==> src/design/scmd_pkg.sv <==
// Shared types and codes for the serial channel multiplexer/demultiplexer.
// No dependencies; imported by scmd_step and serial_channel_mux_demux_unit.
`timescale 1ns / 1ps

package scmd_pkg;

    // Command codes carried in s_tuser
    localparam logic [1:0] CMD_TX    = 2'd0;
    localparam logic [1:0] CMD_RX    = 2'd1;
    localparam logic [1:0] CMD_RESET = 2'd2;

    // Configuration register indexes
    localparam logic [1:0] CFG_DELIMITER  = 2'd0;
    localparam logic [1:0] CFG_RESET_CODE = 2'd1;
    localparam logic [1:0] CFG_CHAN_COUNT = 2'd2;
    localparam logic [1:0] CFG_ID_TABLE   = 2'd3;

    // Destination flag
    localparam logic DEST_LINK    = 1'b0;
    localparam logic DEST_CHANNEL = 1'b1;

    // At most four result words per input word
    localparam int RES_MAX = 4;
    localparam int CNT_W   = 3;
    localparam int PTR_W   = 2;

    typedef struct packed {
        logic [7:0]  delimiter_byte;
        logic [7:0]  reset_code;
        logic [3:0]  channel_count;
        logic [63:0] channel_id_table;
    } cfg_t;

    typedef struct packed {
        logic       tx_announced_valid;
        logic [2:0] tx_announced_index;
        logic       rx_escape_pending;
        logic       rx_channel_valid;
        logic [2:0] rx_channel_index;
    } link_state_t;

    typedef struct packed {
        logic       dest;
        logic [2:0] out_channel;
        logic [7:0] out_byte;
    } result_t;

endpackage

==> src/design/scmd_step.sv <==
// Combinational processing of one command word: result words and next link state.
// Depends on scmd_pkg.
`timescale 1ns / 1ps

module scmd_step #(
    parameter int MAX_CHANNELS = 8
) (
    input  logic [1:0]                               cmd,
    input  logic [2:0]                               channel_index,
    input  logic [7:0]                               data_byte,
    input  scmd_pkg::cfg_t                           cfg,
    input  scmd_pkg::link_state_t                    state,
    output scmd_pkg::link_state_t                    state_next,
    output scmd_pkg::result_t [scmd_pkg::RES_MAX-1:0] results,
    output logic [scmd_pkg::CNT_W-1:0]               result_count
);
    import scmd_pkg::*;

    logic [3:0] active;
    logic       announce;
    logic       dup;
    logic       found;
    logic [2:0] hit;
    logic [7:0] tx_id;
    logic       is_data;

    assign active = (cfg.channel_count > 4'(MAX_CHANNELS)) ? 4'(MAX_CHANNELS)
                                                           : cfg.channel_count;
    assign tx_id  = cfg.channel_id_table[{channel_index, 3'b000} +: 8];
    assign dup    = (data_byte == cfg.delimiter_byte);

    // Lowest matching channel wins
    always_comb
    begin
        found = 1'b0;
        hit   = 3'd0;
        for (int i = MAX_CHANNELS - 1; i >= 0; i--)
        begin
            if ((4'(i) < active) && (cfg.channel_id_table[8*i +: 8] == data_byte))
            begin
                found = 1'b1;
                hit   = 3'(i);
            end
        end
    end

    always_comb
    begin
        state_next   = state;
        result_count = '0;
        announce     = 1'b0;
        is_data      = 1'b0;
        for (int k = 0; k < RES_MAX; k++)
        begin
            results[k] = '{dest: DEST_LINK, out_channel: 3'd0, out_byte: 8'd0};
        end

        case (cmd)
            CMD_TX:
            begin
                if ({1'b0, channel_index} < active)
                begin
                    announce = !state.tx_announced_valid
                               || (state.tx_announced_index != channel_index);
                    state_next.tx_announced_valid = 1'b1;
                    state_next.tx_announced_index = channel_index;
                    if (announce)
                    begin
                        results[0].out_byte = cfg.delimiter_byte;
                        results[1].out_byte = tx_id;
                        results[2].out_byte = data_byte;
                        results[3].out_byte = data_byte;
                        result_count = dup ? CNT_W'(4) : CNT_W'(3);
                    end
                    else
                    begin
                        results[0].out_byte = data_byte;
                        results[1].out_byte = data_byte;
                        result_count = dup ? CNT_W'(2) : CNT_W'(1);
                    end
                end
            end
            CMD_RX:
            begin
                if (state.rx_escape_pending)
                begin
                    state_next.rx_escape_pending = 1'b0;
                    if (dup)
                    begin
                        is_data = 1'b1;
                    end
                    else if (data_byte == cfg.reset_code)
                    begin
                        state_next.tx_announced_valid = 1'b0;
                    end
                    else if (found)
                    begin
                        state_next.rx_channel_valid = 1'b1;
                        state_next.rx_channel_index = hit;
                    end
                    else
                    begin
                        // unknown id: stop delivering and ask the far end to reset
                        state_next.rx_channel_valid = 1'b0;
                        results[0].out_byte = cfg.delimiter_byte;
                        results[1].out_byte = cfg.reset_code;
                        result_count = CNT_W'(2);
                    end
                end
                else if (dup)
                begin
                    state_next.rx_escape_pending = 1'b1;
                end
                else
                begin
                    is_data = 1'b1;
                end

                if (is_data && state.rx_channel_valid)
                begin
                    results[0].dest        = DEST_CHANNEL;
                    results[0].out_channel = state.rx_channel_index;
                    results[0].out_byte    = data_byte;
                    result_count = CNT_W'(1);
                end
            end
            CMD_RESET:
            begin
                results[0].out_byte = cfg.delimiter_byte;
                results[1].out_byte = cfg.reset_code;
                result_count = CNT_W'(2);
            end
            default:
            begin
                result_count = '0;
            end
        endcase
    end

endmodule

==> src/design/serial_channel_mux_demux_unit.sv <==
// Top level of the byte-stuffed serial channel multiplexer/demultiplexer.
// Depends on scmd_pkg and scmd_step.
`timescale 1ns / 1ps
//
//  Channel  Direction  Handshake           Payload
//  s_*      in         s_tvalid/s_tready   s_tuser = cmd; s_tdata = channel_index, data_byte
//  m_*      out        m_tvalid/m_tready   m_tuser = dest; m_tdata = out_channel, out_byte;
//                                          m_tlast = last
//  cfg_*    in         cfg_valid/cfg_ready cfg_index selects register, cfg_data is the value
//
//  A command word waits in the input register until the result buffer
//  is free, then scmd_step decodes it in one pass into up to four result words, loaded into
//  the buffer with the updated link state. The buffer drains one word per cycle while
//  m_tready is high, reloading in the cycle its final word is taken. rst_n clears the
//  configuration to its defaults, the link state, the input valid flag and the buffer
//  count; cfg is always ready.

module serial_channel_mux_demux_unit #(
    parameter int MAX_CHANNELS = 8
) (
    input  logic        clk,
    input  logic        rst_n,
    // configuration write channel
    input  logic        cfg_valid,
    output logic        cfg_ready,
    input  logic [1:0]  cfg_index,
    input  logic [63:0] cfg_data,
    // command stream
    input  logic        s_tvalid,
    output logic        s_tready,
    input  logic [15:0] s_tdata,   // [2:0] channel_index, [10:3] data_byte, [15:11] zero
    input  logic [1:0]  s_tuser,   // [1:0] cmd
    // result stream
    output logic        m_tvalid,
    input  logic        m_tready,
    output logic [15:0] m_tdata,   // [2:0] out_channel, [10:3] out_byte, [15:11] zero
    output logic [0:0]  m_tuser,   // [0] dest
    output logic        m_tlast
);
    import scmd_pkg::*;

    // configuration registers
    cfg_t        cfg_reg;

    // link state
    link_state_t state_reg;
    link_state_t state_next;

    // input register
    logic        in_valid_reg;
    logic [1:0]  in_cmd_reg;
    logic [2:0]  in_chan_reg;
    logic [7:0]  in_byte_reg;

    // result buffer
    result_t     res_reg [RES_MAX];
    logic [CNT_W-1:0] cnt_reg;
    logic [PTR_W-1:0] ptr_reg;

    result_t [RES_MAX-1:0] step_results;
    logic [CNT_W-1:0]      step_count;

    logic out_last;
    logic out_take;
    logic advance;
    logic in_take;

    assign cfg_ready = 1'b1;

    // Final word of the buffered group when the pointer reaches count - 1
    assign out_last = ({1'b0, ptr_reg} == (cnt_reg - CNT_W'(1)));
    assign m_tvalid = (cnt_reg != '0);
    assign out_take = m_tvalid && m_tready;

    // Move the held command into the result stage when the buffer is free
    assign advance  = in_valid_reg && ((cnt_reg == '0) || (out_take && out_last));
    assign s_tready = !in_valid_reg || advance;
    assign in_take  = s_tvalid && s_tready;

    assign m_tdata  = {5'd0, res_reg[ptr_reg].out_byte, res_reg[ptr_reg].out_channel};
    assign m_tuser  = res_reg[ptr_reg].dest;
    assign m_tlast  = out_last;

    scmd_step #(
        .MAX_CHANNELS (MAX_CHANNELS)
    ) u_step (
        .cmd           (in_cmd_reg),
        .channel_index (in_chan_reg),
        .data_byte     (in_byte_reg),
        .cfg           (cfg_reg),
        .state         (state_reg),
        .state_next    (state_next),
        .results       (step_results),
        .result_count  (step_count)
    );

    // Configuration writes
    always_ff @(posedge clk or negedge rst_n)
    begin
        if (!rst_n)
        begin
            cfg_reg.delimiter_byte   <= 8'd0;
            cfg_reg.reset_code       <= 8'd255;
            cfg_reg.channel_count    <= 4'd1;
            cfg_reg.channel_id_table <= 64'd0;
        end
        else if (cfg_valid && cfg_ready)
        begin
            case (cfg_index)
                CFG_DELIMITER:  cfg_reg.delimiter_byte   <= cfg_data[7:0];
                CFG_RESET_CODE: cfg_reg.reset_code       <= cfg_data[7:0];
                CFG_CHAN_COUNT: cfg_reg.channel_count    <= cfg_data[3:0];
                CFG_ID_TABLE:   cfg_reg.channel_id_table <= cfg_data;
                default:        cfg_reg <= cfg_reg;
            endcase
        end
    end

    // Input register: hold the word until the result stage takes it
    always_ff @(posedge clk or negedge rst_n)
    begin
        if (!rst_n)
        begin
            in_valid_reg <= 1'b0;
        end
        else if (in_take)
        begin
            in_valid_reg <= 1'b1;
        end
        else if (advance)
        begin
            in_valid_reg <= 1'b0;
        end
    end

    always_ff @(posedge clk)
    begin
        if (in_take)
        begin
            in_cmd_reg  <= s_tuser;
            in_chan_reg <= s_tdata[2:0];
            in_byte_reg <= s_tdata[10:3];
        end
    end

    // Link state advances once per command word
    always_ff @(posedge clk or negedge rst_n)
    begin
        if (!rst_n)
        begin
            state_reg.tx_announced_valid <= 1'b0;
            state_reg.tx_announced_index <= 3'd0;
            state_reg.rx_escape_pending  <= 1'b0;
            state_reg.rx_channel_valid   <= 1'b1;
            state_reg.rx_channel_index   <= 3'd0;
        end
        else if (advance)
        begin
            state_reg <= state_next;
        end
    end

    // Result buffer: load a whole group, drain one word a cycle while m_tready is high
    always_ff @(posedge clk or negedge rst_n)
    begin
        if (!rst_n)
        begin
            cnt_reg <= '0;
            ptr_reg <= '0;
        end
        else if (advance)
        begin
            cnt_reg <= step_count;
            ptr_reg <= '0;
        end
        else if (out_take)
        begin
            if (out_last)
            begin
                cnt_reg <= '0;
                ptr_reg <= '0;
            end
            else
            begin
                ptr_reg <= ptr_reg + PTR_W'(1);
            end
        end
    end

    always_ff @(posedge clk)
    begin
        if (advance)
        begin
            for (int k = 0; k < RES_MAX; k++)
            begin
                res_reg[k] <= step_results[k];
            end
        end
    end

endmodule
==> config.mk <==
export PLATFORM = sky130hd
export DESIGN_NAME = serial_channel_mux_demux_unit
export DESIGN_NICKNAME = d
export VERILOG_FILES = /design/src/design/scmd_pkg.sv /design/src/design/scmd_step.sv /design/src/design/serial_channel_mux_demux_unit.sv
export SDC_FILE = /design/constraint.sdc
export NUM_CORES = 1
export LEC_CHECK = 0
export BUFFER_PORTS_ARGS = -buffer_cell sky130_fd_sc_hd__buf_2
export CAP_MARGIN = 10
export CORE_AREA = 3 3 124 186
export DETAILED_ROUTE_END_ITERATION = 8
export DIE_AREA = 0 0 127 189
export PLACE_DENSITY = 0.52
export SLEW_MARGIN = 40
export SYNTH_ARGS = -nofsm -noshare
export SYNTH_HDL_FRONTEND = slang
export SYNTH_SLANG_ARGS = --single-unit
==> constraint.sdc <==
create_clock -name clk -period 2.9 [get_ports clk]
set_clock_uncertainty 0.2 [all_clocks]
set_input_delay 0.58 -clock clk [delete_from_list [all_inputs] [get_ports clk]]
set_output_delay 0.58 -clock clk [all_outputs]
set_load 0.005 [all_outputs]
==> results of run 1 <==
[cells in the final DEF (no fill, tap or decap), drive strengths merged, types with 7 or more instances in the layout]
master	synthesis	routed
mux2	90	90
mux4	16	16
clkbuf	16	23
dfstp	10	10
o22ai	8	8
edfxtp	41	41
buf	18	146
nor2	8	8
and2	7	7
nand2	28	28
inv	15	15
xor2	48	48
nand2b	7	7
o21ai	23	23
xnor2	38	38
nor4	8	8
nand4	9	9
dfrtp	89	89
a21boi	10	10
mux2i	16	16
and3	13	13
a221o	8	8
[layout make-up]
type	instances	area, µm²
repair buffers	146	891
flip-flops and latches	140	3720
clock inverters	9	82.6
multi-input cells	405	3610
well taps	272	340
inverters	15	56.3
clock buffers	23	520
fillers	2076	12400
[cells by family (layout without fill, tap and decap cells)]
group | count (synthesis) | count (layout) | share of synthesized area (%)
buf+inv | 49 | 193 | 3.54
mux | 122 | 122 | 20.4
xor+xnor | 86 | 86 | 10.0
flops | 140 | 140 | 49.4
other cells | 2 | 6 | 0.0997
simple gates | 109 | 109 | 8.37
fa+ha+maj | 6 | 6 | 0.997
compound gates | 76 | 76 | 7.20
[through the flow]
stage	TNS [ns]	instances	total power, W	setup slack (ns)
global placement	-0.311	974	0.00542	-0.0554
CTS	0	1006	0.00770	0.0159
detailed placement	-0.386	974	0.00550	-0.0583
finish	0	1010	0.00766	0.0968
global route	-0.0149	1010	0.00813	-0.0149
floorplan	0	594	0.00453	0.0436
[final timing paths]
check	slack, ns	cells past startpoint	to	from
setup / recovery	0.1	9	res_reg[0][4]	in_byte_reg[0]
hold / removal	0.02	2	cfg_reg[4]	rst_n
min in group clk	0.13	1	in_cmd_reg[1]	s_tuser[1]
hold reg to reg	0.29	1	state_reg[2]	state_reg[2]
max in group asynchronous	2.07	2	cfg_reg[27]	rst_n
setup reg to reg	0.1	9	res_reg[0][4]	in_byte_reg[0]
[repair_timing]
item	4_1_cts	5_1_grt
setup buffers	0	4
pin swaps	0	2
gates resized for setup	1	9
setup endpoints to repair	9	20
cloned	0	0
[layer usage]
layer  part of all wire [%]  vias up
met5                      0        -
met4                    3.1        0
met3                    3.8       35
met2                     54      123
met1                     39     2539
li1                       -     2429
[power by group through the flow]
stage	Combinational (W)	Sequential [W]	Clock, W
global placement	0.00239	0.00303	0
floorplan	0.00161	0.00293	0
CTS	0.00246	0.00302	0.00222
global route	0.00275	0.00308	0.00231
finish	0.00248	0.00302	0.00216
detailed placement	0.00245	0.00306	0
==> metrics, run 1 <==
flip-flop cell with the highest count after synthesis=dfrtp_1; library cell with the highest instance count after synthesis=mux2_2; nets@finish=820; Die ar.=0.0240 mm²; number of antenna violations at the first check in global routing=0; crit path max-delay cell type=edfxtp_1; Netlist cell types=60; Top-Level Pins=110; number of buffer cells added on primary ports=98; total CTS buffers=17; GR Util met1=19.0%; PwrDens=831 mW/mm²; logic gate share of total power=32.4%; Initial Util=34.8%; class of the tightest hold or removal check=in -> async; hold-fix buffers at CTS=0; Max Clk Rate=357 MHz; weighted congestion at the end of routability-driven global placement=0.843; buffer levels on the longest clock path=2; drt first-iter violations=187; Post-Syn Area=0.00753 mm²; global-route met2 utilization=30.7%; Detailed Routing Iterations Pass 1=5; Detailed Place HPWL=15500 µm; sequential element share of the synthesized area=49.4%; leakage power figure=3.91 nW; average routed wire per standard cell=19.6 µm; leftover overflow at the end of global routing=0; post-detailed-route via-to-cell ratio=5.08; most repeated library cell on the critical path=buf_4; outcome=finished clean; Core Region=0.0216 mm²; number of antenna diodes=0; number of flip-flops in the largest register=84; clk sink count=140; startpoint types=flop; P_int=0.00519 W; largest net degree at the start of global routing=100; CP Cell Sequence=buf_4, xor2_1, nor4_2, buf_4, o2111ai_2, nand4_1, nor4b_4, buf_4, a221o_1; antenna violation net count after detailed routing=0; DRC Markers=0; endpoint class of the critical path=flop; first-pass GRT wire length=31000 µm; buffering stage count on the worst path with inverters included=3; dominant cell type by area after synthesis=dfrtp_1; register clock-pin slew on the reported worst setup and hold paths=0.06 ns; P_sw=0.00247 W; arrival time reported for the critical path endpoint=2.78 ns; Yosys Warn Count=0; vias post-DR=5126; Syn-to-layout area delta=22.5%; Post-Route Utilization=42.6%; count of state elements after synthesis=140; global-route usage over all layers=16.9%; clock tree from TritonCTS=done; worst vdd rail ir drop=0.374 mV; post-route design area=0.00922 mm²; wirelength, routed=19800 µm; switch share=32.2%; proportion of netlist area held by the largest area contributor=29.6%; Rel. slew slack=62.1%; number of enable flip-flop cells after synthesis=41; die boundary width=127 µm; largest fanout of any net on the critical path=8; number of H-tree levels=4; Worst-Skew Late Latency=0.42 ns; top cell family by delay on the critical path=simple AND/OR/NAND/NOR gates; leading post-synthesis cells by instance count=mux2_2 (90), dfrtp_1 (89), xor2_1 (48); CP max stage delay=0.49 ns; root buffer cell=clkbuf_16; # setup viols final=0; total count of hold-check failures in the final report=0; met3 Usage GRT=3.64%; Setup CP Type=reg -> reg; ys async rst share=70.7%; Placed Area=0.00854 mm²; shortest clock period the worst path allows after layout=2.80 ns; peak-usage layer in the global routing report=met2; worst hold slack=0.0195 ns; height of the die=189 µm; # rows=66; clock share of power=28.2%; number of violations of the max-capacitance limit=0; top area cells in the synthesized netlist=dfrtp_1 (30%), edfxtp_1 (16%), mux2_2 (13%); gate count of the mapped netlist=590; worst-margin pin slew=0.567 ns; average footprint of a synthesized cell=12.8 µm²; required time of the critical path=2.87 ns; proportion of layout cells with a drive suffix above 1=41.9%; number of global-route vias before repair=5551; Pins Over Slew Limit=0; final worst path period share=96.7%; Sequential Power Share=39.4%
No activity file was read; power rests on OpenSTA's default activity.
==> run 2: changes to the inputs <==
- CELL_PAD_IN_SITES_DETAIL_PLACEMENT: unset -> 0
- CELL_PAD_IN_SITES_GLOBAL_PLACEMENT: unset -> 1
- MAX_ROUTING_LAYER: unset -> met4
- PLACE_DENSITY: 0.52 -> 0.62
==> run 2 against run 1 <==
  * The run now ends with setup timing left
  * Sequential share of layout area fell by 0.80 points
  * Hold slack improved by 0.11 ns
  * Register-to-register slack got worse by 0.10 ns
  * Maximum frequency fell by 3.4%
  * First-iteration DRC count rose by 26%
  * Critical path type unchanged
  * Critical endpoint unchanged
  * Highest routed layer unchanged
==> metrics, run 2 (synthesized netlist as in run 1, its figures left out) <==
leftover overflow at the end of global routing=0 (unchanged); logic gate share of total power=30.9% (was 32.4%); P_int=0.00558 W (was 0.00519 W); DRC Markers=0 (unchanged); class of the tightest hold or removal check=in -> reg (was in -> async); drt first-iter violations=236 (was 187); Max Clk Rate=345 MHz (was 357 MHz); # rows=66 (unchanged); PwrDens=857 mW/mm² (was 831 mW/mm²); Detailed Place HPWL=15600 µm (was 15500 µm); buffer levels on the longest clock path=2 (unchanged); Detailed Routing Iterations Pass 1=4 (was 5); depth of the worst register-to-register path=9 (unchanged); vias post-DR=5161 (was 5126); Worst R2R Setup Slack=-0.003 ns (was 0.1 ns); P_sw=0.00248 W (was 0.00247 W); global-route usage over all layers=17.3% (was 16.9%); final worst path period share=100% (was 96.7%); clock tree from TritonCTS=done (unchanged); number of placed instances, taps included=981 (was 974); switch share=30.8% (was 32.2%); number of buffer cells added on primary ports=98 (unchanged); Sequential Power Share=37.5% (was 39.4%); nets@finish=829 (was 820); overall power of the completed layout=0.00806 W (was 0.00766 W); weighted congestion at the end of routability-driven global placement=0.853 (was 0.843); worst vdd rail ir drop=0.323 mV (was 0.374 mV); endpoint class of the critical path=flop (unchanged); Post-Route M1 WL=7560 µm (was 7640 µm); met2 routed wirelength=10800 µm (about the same); non-filler instance count after layout=1019 (was 1010); number of global-route vias before repair=5597 (was 5551); setup repair after global routing missed its margin=true; last element of the critical path=res_reg[0][4] (unchanged); required time of the critical path=2.87 ns (about the same); antenna violation net count after detailed routing=0 (unchanged); Setup CP Type=reg -> reg (unchanged); Setup TNS=-0.00271 ns (was 0 ns); arrival time reported for the critical path endpoint=2.87 ns (was 2.78 ns); register clock-pin slew on the reported worst setup and hold paths=0.06 ns (about the same); met3 routed WL=533 µm (was 752 µm); most common cell after layout, fill and taps aside=buf_2 (unchanged); largest fanout of any net on the critical path=8 (unchanged); post-route design area=0.00941 mm² (was 0.00922 mm²); number of antenna diodes=0 (unchanged); shortest clock period the worst path allows after layout=2.90 ns (was 2.80 ns); total CTS buffers=17 (unchanged); Top Metal Used=met4 (unchanged); largest net degree at the start of global routing=65 (was 100); Pins Over Slew Limit=0 (unchanged); leakage power figure=4.01 nW (was 3.91 nW); post-detailed-route via-to-cell ratio=5.06 (was 5.08); number of antenna violations at the first check in global routing=0 (unchanged); Die ar.=0.0240 mm² (unchanged); number of violations of the max-capacitance limit=0 (unchanged); first-pass GRT wire length=31000 µm (about the same); commonest cells after routing, fill and taps aside=buf_2 (97), mux2_2 (90), dfrtp_1 (89) (unchanged); Syn-to-layout area delta=25.0% (was 22.5%); number of H-tree levels=4 (unchanged); proportion of layout cells with a drive suffix above 1=42.7% (was 41.9%); average routed wire per standard cell=19.4 µm (was 19.6 µm); # setup viols final=1 (was 0); total count of hold-check failures in the final report=0 (unchanged); clock share of power=31.7% (was 28.2%); startpoint types=flop (unchanged); origin of the critical flop-to-flop path=in_byte_reg[4] (was in_byte_reg[0]); CP Launch Point=in_byte_reg[4] (was in_byte_reg[0]); Top-Level Pins=110 (unchanged); violations in the final reports=setup timing; wirelength, routed=19700 µm (was 19800 µm); Worst-Skew Late Latency=0.42 ns (about the same); Initial Util=34.8% (unchanged); height of the die=189 µm (unchanged); outcome=finished with violations (was finished clean); Core Region=0.0216 mm² (unchanged); root buffer cell=clkbuf_16 (unchanged); Final Worst Setup Slack=-0.00271 ns (was 0.0968 ns); Placed Area=0.00859 mm² (was 0.00854 mm²); die boundary width=127 µm (unchanged); number of flip-flops in the largest register=84 (unchanged); critical register-to-register path endpoint=res_reg[0][4] (unchanged); clk sink count=140 (unchanged)
## run 2: cell types whose count changed in the layout (fill, tap and decap cells not counted), sizes merged
cell,delta
buf,+8
bufinv,+6
clkbuf,-3
clkinv,-1
clkinvlp,-2
dlygate4sd3,+1
## run 2: metal layers
layer	vias up	global-route usage, %
li1	2445	-
met1	2556	18.6
met2	119	30.4
met3	41	2.51
met4	0	9.41
met5	-	-
## run 2: power groups by stage
stage / combinational (W) / sequential (W) / clock (W)
after floorplan: 0.00161 / 0.00293 / 0
after global placement: 0.00242 / 0.00304 / 0
after detailed placement: 0.00245 / 0.00306 / 0
after CTS: 0.00248 / 0.00302 / 0.00261
after global routing: 0.00277 / 0.00307 / 0.00268
final: 0.00249 / 0.00302 / 0.00255
## run 2: per-stage QoR
stage	utilization, %	worst slack, ns	hold WS [ns]
3_3_place_gp	39.7	-0.103	0.270
6_report	43.5	-0.00271	0.132
2_1_floorplan	-	0.0436	0.0844
4_1_cts	43.0	0.0200	0.113
3_5_place_dp	39.7	-0.148	0.281
5_1_grt	43.5	-0.0150	0.119
## run 2: worst max-delay path: stages, from the launching register on
cell and delay [ns]:
edfxtp_1 0.45, buf_4 0.19, xor2_1 0.16, nor4_2 0.43, buf_4 0.18, o211ai_1 0.16
nand4bb_1 0.27, nor4b_4 0.07, buf_4 0.18, a221o_1 0.35
## run 2: worst min path at each step
| stage | cells after the start | start | end |
|---|---|---|---|
| 2_1_floorplan | 0 | rst_n | cfg_reg[0] |
| 3_3_place_gp | 2 | cnt_reg[1] | cnt_reg[1] |
| 3_5_place_dp | 2 | cnt_reg[1] | cnt_reg[1] |
| 4_1_cts | 1 | s_tuser[1] | in_cmd_reg[1] |
| 5_1_grt | 1 | s_tuser[1] | in_cmd_reg[1] |
| 6_report | 1 | s_tdata[6] | in_byte_reg[3] |
## run 2: cell type report
class	instances	area [µm²]
Clock inverter	12	243
Timing Repair Buffer	155	965
Inverter	15	56.3
Sequential cell	140	3720
Multi-Input combinational cell	405	3640
Clock buffer	20	447
Tap cell	272	340
Fill cell	2060	12200
## run 2: timing repair
action / 4_1_cts / 5_1_grt
endpoints found under the hold margin: 13 / 0
gates resized for setup: 2 / 12
setup buffers: 0 / 5
hold buffers: 1 / 0
pin swaps: 1 / 7
setup endpoints to repair: 13 / 19
==> run 3: changes to the inputs <==
- PLACE_DENSITY: 0.62 -> 0.59
- REMOVE_ABC_BUFFERS: unset -> 1
- clock period: 2.9 -> 3.57 ns (I/O delays scaled with it)
==> run 3 against run 2 <==
  * Via count fell by 3.7%
  * Clock-buffer cell count grew 3
  * Design area is 5.2% lower
  * Global-route usage down 0.12 points
  * Cell count decreased by 3.6%
  * Non-clock buffer count fell by 37
  * Sequential cell count did not move
  * Power is 25% lower
  * Routed wire length down 1.8%
  * The flow now finishes without violations
  * Sequential power decreased by 19%
  * Sequential share of layout area increased by 2.2 points
==> metrics, run 3 (synthesized netlist as in run 1, its figures left out) <==
# rows=66 (unchanged); antenna violation net count after detailed routing=0 (unchanged); Core Region=0.0216 mm² (unchanged); largest net degree at the start of global routing=89 (was 65); Setup CP Type=reg -> reg (unchanged); leakage power figure=3.75 nW (was 4.01 nW); non-filler instance count after layout=982 (was 1019); number of antenna diodes=0 (unchanged); arrival time reported for the critical path endpoint=3.03 ns (was 2.87 ns); shortest clock period the worst path allows after layout=3.07 ns (was 2.90 ns); setup repair after global routing missed its margin=false (was true); proportion of layout cells with a drive suffix above 1=38.6% (was 42.7%); number of placed instances, taps included=950 (was 981); Max Clk Rate=326 MHz (was 345 MHz); required time of the critical path=3.54 ns (was 2.87 ns); endpoint class of the critical path=flop (unchanged); Initial Util=34.8% (unchanged); number of global-route vias before repair=5492 (was 5597); hold-fix buffers at CTS=0 (was 1); wirelength, routed=19400 µm (was 19700 µm); Detailed Place HPWL=15000 µm (was 15600 µm); first-pass GRT wire length=30700 µm (was 31000 µm); leftover overflow at the end of global routing=0 (unchanged); post-route design area=0.00892 mm² (was 0.00941 mm²); number of flip-flops in the largest register=84 (unchanged); root buffer cell=clkbuf_16 (unchanged); weighted congestion at the end of routability-driven global placement=0.914 (was 0.853); total CTS buffers=17 (unchanged); global-route usage over all layers=17.2% (was 17.3%); startpoint types=flop (unchanged); # setup viols final=0 (was 1); commonest cells after routing, fill and taps aside=buf_2 (97), mux2_2 (90), dfrtp_1 (89) (unchanged); register clock-pin slew on the reported worst setup and hold paths=0.06 ns (about the same); number of H-tree levels=4 (unchanged); class of the tightest hold or removal check=in -> async (was in -> reg); nets@finish=792 (was 829); Placed Area=0.00833 mm² (was 0.00859 mm²); Setup TNS=0 ns (was -0.00271 ns); outcome=finished clean (was finished with violations); clock tree from TritonCTS=done (unchanged); buffer levels on the longest clock path=2 (unchanged); Rel. slew slack=50.5%; die boundary width=127 µm (unchanged); number of antenna violations at the first check in global routing=0 (unchanged); depth of the worst register-to-register path=8 (was 9); Die ar.=0.0240 mm² (unchanged); worst vdd rail ir drop=0.328 mV (was 0.323 mV); drt first-iter violations=230 (was 236); final worst path period share=85.9% (was 100%); vias post-DR=4969 (was 5161); number of buffer cells added on primary ports=98 (unchanged); most common cell after layout, fill and taps aside=buf_2 (unchanged); Worst-Skew Late Latency=0.42 ns (about the same); Top-Level Pins=110 (unchanged); DRC Markers=0 (unchanged); worst-margin pin slew=0.742 ns; Detailed Routing Iterations Pass 1=5 (was 4); Post-CTS Setup Repair Bufs=0 (unchanged); post-detailed-route via-to-cell ratio=5.06 (about the same); number of violations of the max-capacitance limit=0 (unchanged); largest fanout of any net on the critical path=7 (was 8); total count of hold-check failures in the final report=0 (unchanged); clk sink count=140 (unchanged); total of cells resized after clock tree synthesis=0 (was 2); PwrDens=677 mW/mm² (was 857 mW/mm²); Pins Over Slew Limit=0 (unchanged); average routed wire per standard cell=19.7 µm (was 19.4 µm); height of the die=189 µm (unchanged); Syn-to-layout area delta=18.5% (was 25.0%)
[run 3: cell type report]
class	count	area [µm²]
well taps	272	340
clock buffers	23	520
clock inverters	9	68.8
repair buffers	118	653
fillers	2081	12700
multi-input cells	405	3560
flip-flops and latches	140	3720
inverters	15	56.3
[run 3: worst paths after layout]
path	startpoint	to	slack (ns)
setup / recovery	in_byte_reg[7]	res_reg[0][7]	0.50
hold / removal	rst_n	cfg_reg[41]	0.14
setup reg to reg	in_byte_reg[7]	res_reg[0][7]	0.50
hold reg to reg	cnt_reg[1]	cnt_reg[1]	0.29
max in group asynchronous	rst_n	cfg_reg[75]	2.34
min in group clk	s_tdata[9]	in_byte_reg[6]	0.27
[run 3: worst max-delay path: stages, from the launching register on]
cell      delay, ns
edfxtp_1       0.42
xnor2_1        0.23
nand4_1        0.22
nor2_2         0.28
ha_1           0.27
and2_1         0.24
and2_1         0.19
o21bai_1       0.32
a221o_1        0.44
[run 3: per-layer routing]
layer	routed length, µm	track usage, %
met5	0	-
met1	7390	18.6
met4	581	7.06
met2	10800	30.7
met3	585	3.10
[run 3: metrics by stage]
step | hold slack (ns) | util (%) | worst slack [ns] | power (W)
finish | 0.136 | 41.2 | 0.504 | 0.00604
global placement | 0.264 | 38.5 | 0.518 | 0.00432
detailed placement | 0.279 | 38.5 | 0.499 | 0.00437
CTS | 0.199 | 41.2 | 0.463 | 0.00612
floorplan | 0.218 | - | 0.275 | 0.00362
global route | 0.195 | 41.2 | 0.305 | 0.00643
[run 3: power by group]
group / switching (W) / total (W) / internal [W] / leakage (nW)
logic: 0.000973 / 0.00184 / 0.000868 / 1.88
clock network: 0.000700 / 0.00174 / 0.00104 / 0.292
registers: 0.000318 / 0.00246 / 0.00214 / 1.58
total: 0.00199 / 0.00604 / 0.00405 / 3.75
